==> src/rtl/bgct_pkg.sv <==
// package for the box gated centroid tracker
// holds shared widths, config indexes and the divider command struct
package bgct_pkg;

  localparam int unsigned CoordW = 32;
  localparam int unsigned TimeW  = 48;
  localparam int unsigned CountW = 20;
  localparam int unsigned SumW   = 51;
  localparam int unsigned DivW   = 128;

  // kept points per frame; the sum width above holds this many 32-bit points
  localparam int unsigned MaxPoints = 524288;

  localparam logic [2:0] RegFrameXLo = 3'd0;
  localparam logic [2:0] RegFrameXHi = 3'd1;
  localparam logic [2:0] RegFrameYLo = 3'd2;
  localparam logic [2:0] RegFrameYHi = 3'd3;
  localparam logic [2:0] RegFrameZLo = 3'd4;
  localparam logic [2:0] RegFrameZHi = 3'd5;
  localparam logic [2:0] RegHalfW    = 3'd6;
  localparam logic [2:0] RegMinPts   = 3'd7;

  localparam logic [41:0] DispLimit = 42'h200_0000_0000;

  // request to the shared divider
  typedef struct packed {
    logic             start;
    logic [DivW-1:0]  num;
    logic [TimeW-1:0] den;
  } div_req_t;

  // answer from the shared divider
  typedef struct packed {
    logic        done;
    logic [42:0] quot;
    logic        sat;
    logic        round_up;
  } div_rsp_t;

endpackage

==> src/rtl/bgct_div.sv <==
// shared restoring divider, one quotient bit per cycle
// uses bgct_pkg for the request and response structs
module bgct_div (
  input  logic              clk_i,
  input  logic              rst_ni,
  input  bgct_pkg::div_req_t req_i,
  output bgct_pkg::div_rsp_t rsp_o
);

  logic [bgct_pkg::DivW-1:0]    num_q, num_d;
  logic [bgct_pkg::TimeW:0]     rem_q, rem_d;
  logic [bgct_pkg::TimeW-1:0]   den_q, den_d;
  logic [42:0]                  quot_q, quot_d;
  logic                         sat_q, sat_d;
  logic [7:0]                   cnt_q, cnt_d;
  logic                         busy_q, busy_d;
  logic                         done_q, done_d;
  logic [bgct_pkg::TimeW:0]     shifted;
  logic [bgct_pkg::TimeW:0]     diffv;
  logic                         ge;
  logic [42:0]                  qn;

  // one restoring step
  always_comb begin
    shifted = {rem_q[bgct_pkg::TimeW-1:0], num_q[bgct_pkg::DivW-1]};
    ge      = shifted >= {1'b0, den_q};
    diffv   = shifted - {1'b0, den_q};
    qn      = sat_q ? quot_q : {quot_q[41:0], ge};
    num_d   = num_q;
    rem_d   = rem_q;
    den_d   = den_q;
    quot_d  = quot_q;
    sat_d   = sat_q;
    cnt_d   = cnt_q;
    busy_d  = busy_q;
    done_d  = 1'b0;
    if (req_i.start) begin
      num_d  = req_i.num;
      den_d  = req_i.den;
      rem_d  = '0;
      quot_d = '0;
      sat_d  = 1'b0;
      cnt_d  = 8'd0;
      busy_d = 1'b1;
    end else if (busy_q) begin
      num_d  = {num_q[bgct_pkg::DivW-2:0], 1'b0};
      rem_d  = ge ? diffv : shifted;
      quot_d = qn;
      if (qn > {1'b0, bgct_pkg::DispLimit}) sat_d = 1'b1;
      cnt_d  = cnt_q + 8'd1;
      if (cnt_q == 8'(bgct_pkg::DivW - 1)) begin
        busy_d = 1'b0;
        done_d = 1'b1;
      end
    end
  end

  always_ff @(posedge clk_i or negedge rst_ni) begin
    if (!rst_ni) begin
      busy_q <= 1'b0;
      done_q <= 1'b0;
      cnt_q  <= '0;
    end else begin
      busy_q <= busy_d;
      done_q <= done_d;
      cnt_q  <= cnt_d;
    end
  end

  always_ff @(posedge clk_i) begin
    num_q  <= num_d;
    rem_q  <= rem_d;
    den_q  <= den_d;
    quot_q <= quot_d;
    sat_q  <= sat_d;
  end

  // remainder doubled against divisor gives round to nearest
  assign rsp_o.done     = done_q;
  assign rsp_o.quot     = quot_q;
  assign rsp_o.sat      = sat_q;
  assign rsp_o.round_up = ({rem_q, 1'b0} >= {2'b0, den_q});

  // done follows a busy cycle
  assert property (@(posedge clk_i) disable iff (!rst_ni) done_q |-> $past(busy_q))
    else $error("divider done without work");
  // no new start while busy
  assert property (@(posedge clk_i) disable iff (!rst_ni) busy_q |-> !req_i.start)
    else $error("divider restarted while busy");
  // saturation is sticky within a run
  assert property (@(posedge clk_i) disable iff (!rst_ni)
    (busy_q && sat_q && !req_i.start) |=> sat_q)
    else $error("divider saturation dropped");

endmodule

==> config.mk <==
export PLATFORM = sky130hd
export DESIGN_NAME = bgct_div
export DESIGN_NICKNAME = d
export VERILOG_FILES = /design/src/rtl/bgct_pkg.sv /design/src/rtl/bgct_div.sv
export SDC_FILE = /design/constraint.sdc
export NUM_CORES = 1
export LEC_CHECK = 0
export BUFFER_PORTS_ARGS = -buffer_cell sky130_fd_sc_hd__clkbuf_2
export CELL_PAD_IN_SITES_DETAIL_PLACEMENT = 2
export CELL_PAD_IN_SITES_GLOBAL_PLACEMENT = 2
export CORE_MARGIN = 4
export CORE_UTILIZATION = 37
export DETAILED_ROUTE_END_ITERATION = 10
export GPL_TIMING_DRIVEN = 0
export PLACE_DENSITY_LB_ADDON = 0.1
export SLEW_MARGIN = 20
export SYNTH_ARGS = -nofsm -noshare
export SYNTH_HDL_FRONTEND = slang
export SYNTH_SLANG_ARGS = --single-unit
==> constraint.sdc <==
create_clock -name clk_i -period 4 [get_ports clk_i]
set_clock_uncertainty 0.05 [all_clocks]
set_input_delay 0.8 -clock clk_i [delete_from_list [all_inputs] [get_ports clk_i]]
set_output_delay 0.8 -clock clk_i [all_outputs]
set_load 0.1 [all_outputs]
==> flow_summary.json, run 1 <==
{
  "synth_nets": 1557,
  "die_w_um": 204,
  "yosys_most_used_dff": "edfxtp_1",
  "clk_path_buf_depth": 3,
  "die_area_um2": 41400,
  "slew_headroom_pct": 36.5,
  "antenna_found_initial": 4,
  "grt_overflow": 0,
  "cts.sinks": 279,
  "dp_hpwl_mm": 33.5,
  "synth_seq_area_share_pct": 52.3,
  "crit_path_end_kind": "output pin",
  "status": "finished, final reports clean",
  "htree_levels": 2,
  "drt-initial-drc-count": 480,
  "synth_seq_cells": 279,
  "path_depth": 10,
  "final_cell_count_no_fill": 2118,
  "crit_type": "flop to output pin",
  "grt_pass1_vias": 12206,
  "core_area_um2": 37700,
  "path_clk_slew_ps": 60,
  "p_int_w": 0.00680,
  "placement.io_buffers": 224,
  "cts-root-buf": "clkbuf_16",
  "synthArstFlopShare_pct": 3.58,
  "fin_ws_ps": 118,
  "fill_cells": 3999,
  "setup_tns_ps": 0,
  "path_cells": "inv_1 > ha_1 > nand4_1 > nor3_2 > nand3_2 > nor4_4 > a31oi_1 > o211a_1 > o21ai_2 > clkbuf_16",
  "setup_viol": 0,
  "die_h_um": 204,
  "numCtsBuffers": 34,
  "rsz0062_at_grt": "no",
  "hold_viol_final": 0,
  "synthesis.area_um2": 14100,
  "syn_to_final_growth_pct": 21.3,
  "crit_path_top_delay_cell": "ha_1",
  "via_count": 11159,
  "ant_nets": 0,
  "drt-total-wl_mm": 44.9,
  "crit_family": "simple AND/OR/NAND/NOR gates",
  "wl_met2_mm": 21.9,
  "wl_met3_mm": 2.32,
  "grt_max_degree": 52,
  "yosys.cell_types.count": 67,
  "tightest_slew_ps": 953,
  "p_leak_nw": 6.96,
  "dp_worst_setup_slack_ps": -414,
  "cpPeakStageDelay_ps": 450,
  "drc": 0,
  "dp.cells": 2067,
  "place_area_um2": 16000,
  "max_freq_ghz": 0.258,
  "finalCriticalPeriod_ps": 3880,
  "cap_violations": 0,
  "cts_tree": "done",
  "rows": 71,
  "arrival_ps": 3030,
  "power_switching_w": 0.00403,
  "switching_share_pct": 37.2,
  "drive_above_1_share_pct": 27.9,
  "critPathLaunchType": "flop",
  "wl_per_cell_um": 21.2,
  "grt_pass1_wl_mm": 69.7,
  "wl_met1_mm": 19.9,
  "fin_crit_sh_pct": 97.1,
  "r2r_slack_ps": 200,
  "crit_start": "den_q[33]$_DFFE_PP_",
  "track_usage_pct": 21.4,
  "cp.required_ps": 3150,
  "r2r_start": "den_q[40]$_DFFE_PP_",
  "clk_latency_ps": 540,
  "viasPerCell": 5.27,
  "synthCells": 1328,
  "firstDrtPassIters": 4,
  "yosys_warnings": 0,
  "synth_edf_count": 176,
  "critPathBufInv": 2,
  "hold_path.class": "input pin to async pin",
  "p_seq_share_pct": 35.0,
  "powerDensity_nw_per_um2": 631,
  "r2r_end": "rem_q[46]$_SDFFE_PP0P_",
  "final_common_cell": "clkbuf_2",
  "final_area_um2": 17200,
  "cp_max_fo": 8,
  "drv_slew": 0,
  "initial_core_util_pct": 37.6,
  "p_clk_share_pct": 26.9,
  "post_synth.cell_area_avg_um2": 10.7,
  "combPwrFrac_pct": 38.1,
  "r2r_cells": 12,
  "finalNetCount": 1809,
  "place_congestion": 0.840,
  "ir_drop_v": 0.000376,
  "top_layer_used": "met5",
  "layout.cells.most_common_list": "clkbuf_2, nand2_1, edfxtp_1",
  "holdBufCountCts": 0,
  "design.portCount": 225
}
sequential cells by signal, summed over array words and instances, names as in the netlist:
| register | flops |
|---|---|
| num_q | 128 |
| rem_q | 49 |
| den_q | 48 |
| quot_q | 43 |
| cnt_q | 8 |
| busy_q | 1 |
| done_q | 1 |
| sat_q | 1 |
per-stage QoR:
stage / utilization (%) / total power, W / hold WS [ps]
global route: 45.6 / 0.0115 / 75.8
global placement: 42.2 / 0.00768 / 410
CTS: 45.3 / 0.0109 / 54.7
finish: 45.6 / 0.0108 / 75.3
floorplan: - / 0.00656 / 393
detailed placement: 42.5 / 0.00780 / 426
timing repair:
| action | in CTS | in global routing |
|---|---|---|
| gates resized for setup | 15 | 19 |
| setup endpoints to repair | 45 | 1 |
| pin swaps | 3 | 4 |
| buffers inserted | 2 | 2 |
final cells by class:
class	count	area, um^2	area share (%)
Timing Repair Buffer	232	1250	7.30
Sequential cell	279	7400	43.1
Clock buffer	51	966	5.63
Tap cell	511	639	3.72
Multi-Input combinational cell	908	6310	36.8
Antenna cell	1	2.50	0.0146
Buffer	59	269	1.57
Clock inverter	11	73.8	0.430
Inverter	66	251	1.47
power groups by stage:
stage               combinational (W)  sequential [W]  clock, W
finish                        0.00413         0.00379   0.00292
global route                  0.00455         0.00384   0.00314
CTS                           0.00407         0.00378   0.00302
detailed placement            0.00397         0.00383         0
global placement              0.00388         0.00381         0
floorplan                     0.00276         0.00380         0
cells in the mapped netlist, types with 7 or more instances:
| library cell | count | area share [%] |
|---|---|---|
| dfrtp_1 | 10 | 1.8 |
| and3_1 | 8 | 0.35 |
| a311oi_1 | 16 | 0.99 |
| nand2_1 | 183 | 4.9 |
| edfxtp_1 | 176 | 37 |
| o21a_1 | 10 | 0.53 |
| nand3_1 | 18 | 0.64 |
| mux2_2 | 129 | 10 |
| buf_1 | 8 | 0.21 |
| a31oi_1 | 7 | 0.31 |
| or3_1 | 10 | 0.44 |
| a21oi_1 | 111 | 3.9 |
| o21ai_0 | 64 | 2.3 |
| ha_1 | 49 | 4.3 |
| a21o_1 | 26 | 1.4 |
| buf_2 | 7 | 0.25 |
| nor4_1 | 15 | 0.66 |
| xor2_1 | 17 | 1.1 |
| nand2b_1 | 7 | 0.31 |
| nand4_1 | 20 | 0.88 |
| xnor2_1 | 26 | 1.6 |
| o21bai_1 | 7 | 0.37 |
| inv_1 | 65 | 1.7 |
| mux2i_1 | 17 | 1.2 |
| nor2_1 | 66 | 1.8 |
| nor3_1 | 12 | 0.42 |
| nor2b_1 | 9 | 0.40 |
| o21ai_1 | 9 | 0.32 |
| o211ai_1 | 8 | 0.42 |
| clkbuf_1 | 53 | 1.4 |
| dfxtp_1 | 93 | 13 |
how the worst max path moves through the flow:
stage | endpoint | slack (ps)
after global placement | num_q[113]$_DFFE_PP_ | -2050
after floorplan | rsp_o[0] | 100
after global routing | rsp_o[0] | 2
final | rsp_o[0] | 120
after CTS | rsp_o[0] | 10
after detailed placement | rsp_o[0] | -410
metal layers:
metal / vias to the layer above / global-route usage, %
met1: 5573 / 27.4
met4: 6 / 5.18
met2: 192 / 36.4
met3: 43 / 5.50
met5: - / 0
li1: 5345 / -
worst reg2reg max path: cells and delay by family (launching register included):
kind,cells,cell delay (ps)
AOI/OAI and AO/OA,9,2430
buffers and inverters,2,480
adders and majority gates,1,400
DFF,1,320
cell families after synthesis:
logic type | share of synthesized area [%]
flip-flops | 52.3
buffers and inverters | 4.08
AND/OR/NAND/NOR | 11.8
XOR/XNOR | 2.66
multiplexers | 11.5
adder cells (fa/ha/maj) | 4.47
AO/OA/AOI/OAI | 13.2
Note: power is estimated with default switching activity, not from simulation.
==> run 2: changes to the inputs <==
--- a/config.mk
+++ b/config.mk
@@ -5,12 +5,12 @@
 export SDC_FILE = /design/constraint.sdc
 export NUM_CORES = 1
 export LEC_CHECK = 0
-export BUFFER_PORTS_ARGS = -buffer_cell sky130_fd_sc_hd__clkbuf_2
 export CELL_PAD_IN_SITES_DETAIL_PLACEMENT = 2
 export CELL_PAD_IN_SITES_GLOBAL_PLACEMENT = 2
 export CORE_MARGIN = 4
-export CORE_UTILIZATION = 37
+export CORE_UTILIZATION = 41
 export DETAILED_ROUTE_END_ITERATION = 10
+export DONT_BUFFER_PORTS = 1
 export GPL_TIMING_DRIVEN = 0
 export PLACE_DENSITY_LB_ADDON = 0.1
 export SLEW_MARGIN = 20
==> run 2 against run 1 <==
Clock power rose by 2%; sequential share of layout area is 3.1 points higher; power down 0.44%; critical endpoint unchanged; flip-flop and latch count unchanged; count of clock-buffer cells in the layout down 4.
==> flow_summary.json, run 2 (synthesized netlist as in run 1, its figures left out) <==
{
  "status": "finished, final reports clean",
  "r2r_end": "rem_q[46]$_SDFFE_PP0P_",
  "grt_max_degree": 52,
  "powerDensity_nw_per_um2": 674,
  "core_area_um2": 33800,
  "ant_nets": 0,
  "r2r_slack_ps": 300,
  "cp.required_ps": 3150,
  "wl_per_cell_um": 23.7,
  "clk_latency_ps": 530,
  "hold_path.class": "input pin to flop",
  "tightest_slew_ps": 1140,
  "cp_max_fo": 6,
  "drive_above_1_share_pct": 16.4,
  "setup_tns_ps": 0,
  "drt-initial-drc-count": 444,
  "place_congestion": 0.843,
  "final_common_cell": "nand2_1",
  "ir_drop_v": 0.000343,
  "clk_path_buf_depth": 3,
  "largestRegisters": "num_q x128, rem_q x49, den_q x48",
  "cts-root-buf": "clkbuf_16",
  "largest_reg_flops": 128,
  "drv_slew": 0,
  "r2r_cells": 12,
  "endpoint": "rsp_o[0]",
  "die_area_um2": 37500,
  "fin_hold_ws_ps": 313,
  "dp_worst_setup_slack_ps": -281,
  "regArea_um2": 7400,
  "grt_pass1_wl_mm": 68.0,
  "setup_viol": 0,
  "placement.io_buffers": 0,
  "arrival_ps": 3090,
  "layout.cells.most_common_list": "nand2_1, edfxtp_1, mux2_2",
  "finalNetCount": 1590,
  "fin_ws_ps": 64.8,
  "viasPerCell": 5.66,
  "rsz0062_at_grt": "yes",
  "syn_to_final_growth_pct": 13.1,
  "crit_start": "den_q[47]$_DFFE_PP_",
  "finalCriticalPeriod_ps": 3940,
  "multi_input_area_um2": 6300,
  "antenna_found_initial": 22,
  "drc": 0,
  "design.portCount": 225,
  "die_h_um": 194,
  "numCtsBuffers": 34,
  "rows": 67,
  "dp_hpwl_mm": 32.1,
  "path_clk_slew_ps": 60,
  "grt_pass1_vias": 11522,
  "cts_tree": "done",
  "hold_viol_final": 0,
  "cap_violations": 0,
  "die_w_um": 194,
  "p_leak_nw": 6.02,
  "htree_levels": 2,
  "firstDrtPassIters": 4,
  "top_register": "num_q",
  "dp.cells": 1780,
  "via_count": 10408,
  "slew_headroom_pct": 23.6,
  "critPathLaunchType": "flop",
  "crit_path_end_kind": "output pin",
  "track_usage_pct": 22.7,
  "final_cell_count_no_fill": 1838,
  "r2r_start": "den_q[1]$_DFFE_PP_",
  "fin_crit_sh_pct": 98.4,
  "fill_cells": 3464,
  "max_freq_ghz": 0.254,
  "cts.sinks": 279,
  "crit_type": "flop to output pin",
  "initial_core_util_pct": 41.9,
  "drt-total-wl_mm": 43.5,
  "grt_overflow": 0
}
## run 2: repair_timing
action                     4_1_cts  5_1_grt
hold endpoints to repair        10        0
hold buffers                     1        0
buffers inserted                 5        0
gates cloned                     0        0
pin swaps                        7        2
resized for setup               16       14
setup endpoints to repair       45        8
## run 2: power breakdown
group	total, W	leakage [nW]	switching [W]	internal [W]
clock	0.00298	0.518	0.00123	0.00174
combinational	0.00394	2.79	0.00242	0.00151
sequential	0.00387	2.71	0.000368	0.00351
total	0.0108	6.02	0.00403	0.00676
## run 2: how the worst min path moves through the flow
stage	from	to	slack, ps	depth (start not counted)
2_1_floorplan	rem_q[17]$_SDFFE_PP0P_	rem_q[17]$_SDFFE_PP0P_	390	2
3_3_place_gp	rem_q[17]$_SDFFE_PP0P_	rem_q[17]$_SDFFE_PP0P_	410	2
3_5_place_dp	rem_q[17]$_SDFFE_PP0P_	rem_q[17]$_SDFFE_PP0P_	430	2
4_1_cts	req_i[19]	den_q[19]$_DFFE_PP_	290	0
5_1_grt	req_i[38]	den_q[38]$_DFFE_PP_	280	0
6_report	req_i[31]	den_q[31]$_DFFE_PP_	310	0
## run 2: worst max-delay path, stage by stage, from the launching register on
cell      delay (ps)
edfxtp_1         330
inv_1             50
ha_1             390
and3_1           280
and2_1           210
nand3_1          120
or4_1            550
o21ai_4          640
## run 2: area by class of cell
| class | instances | area share (%) |
|---|---|---|
| Inverter | 66 | 1.57 |
| Antenna cell | 3 | 0.0469 |
| Tap cell | 448 | 3.50 |
| Timing Repair Buffer | 10 | 0.844 |
| Multi-Input combinational cell | 908 | 39.4 |
| Buffer | 62 | 1.75 |
| Sequential cell | 279 | 46.2 |
| Clock inverter | 15 | 0.758 |
| Clock buffer | 47 | 5.94 |
## run 2: through the flow
| step | area (um^2) | util (%) | total power, W |
|---|---|---|---|
| finish | 16000 | 47.4 | 0.0108 |
| global route | 16000 | 47.4 | 0.0115 |
| CTS | 16000 | 47.2 | 0.0108 |
| detailed placement | 14800 | 43.8 | 0.00773 |
| global placement | 14700 | 43.6 | 0.00757 |
| floorplan | 14200 | - | 0.00656 |
## run 2: metal layers
metal	GRT usage, %	up-vias	wire [um]
met5	0	-	268
met4	5.61	36	956
met3	7.98	93	2940
met2	38.3	218	20800
met1	28.0	5156	18500
li1	-	4905	-
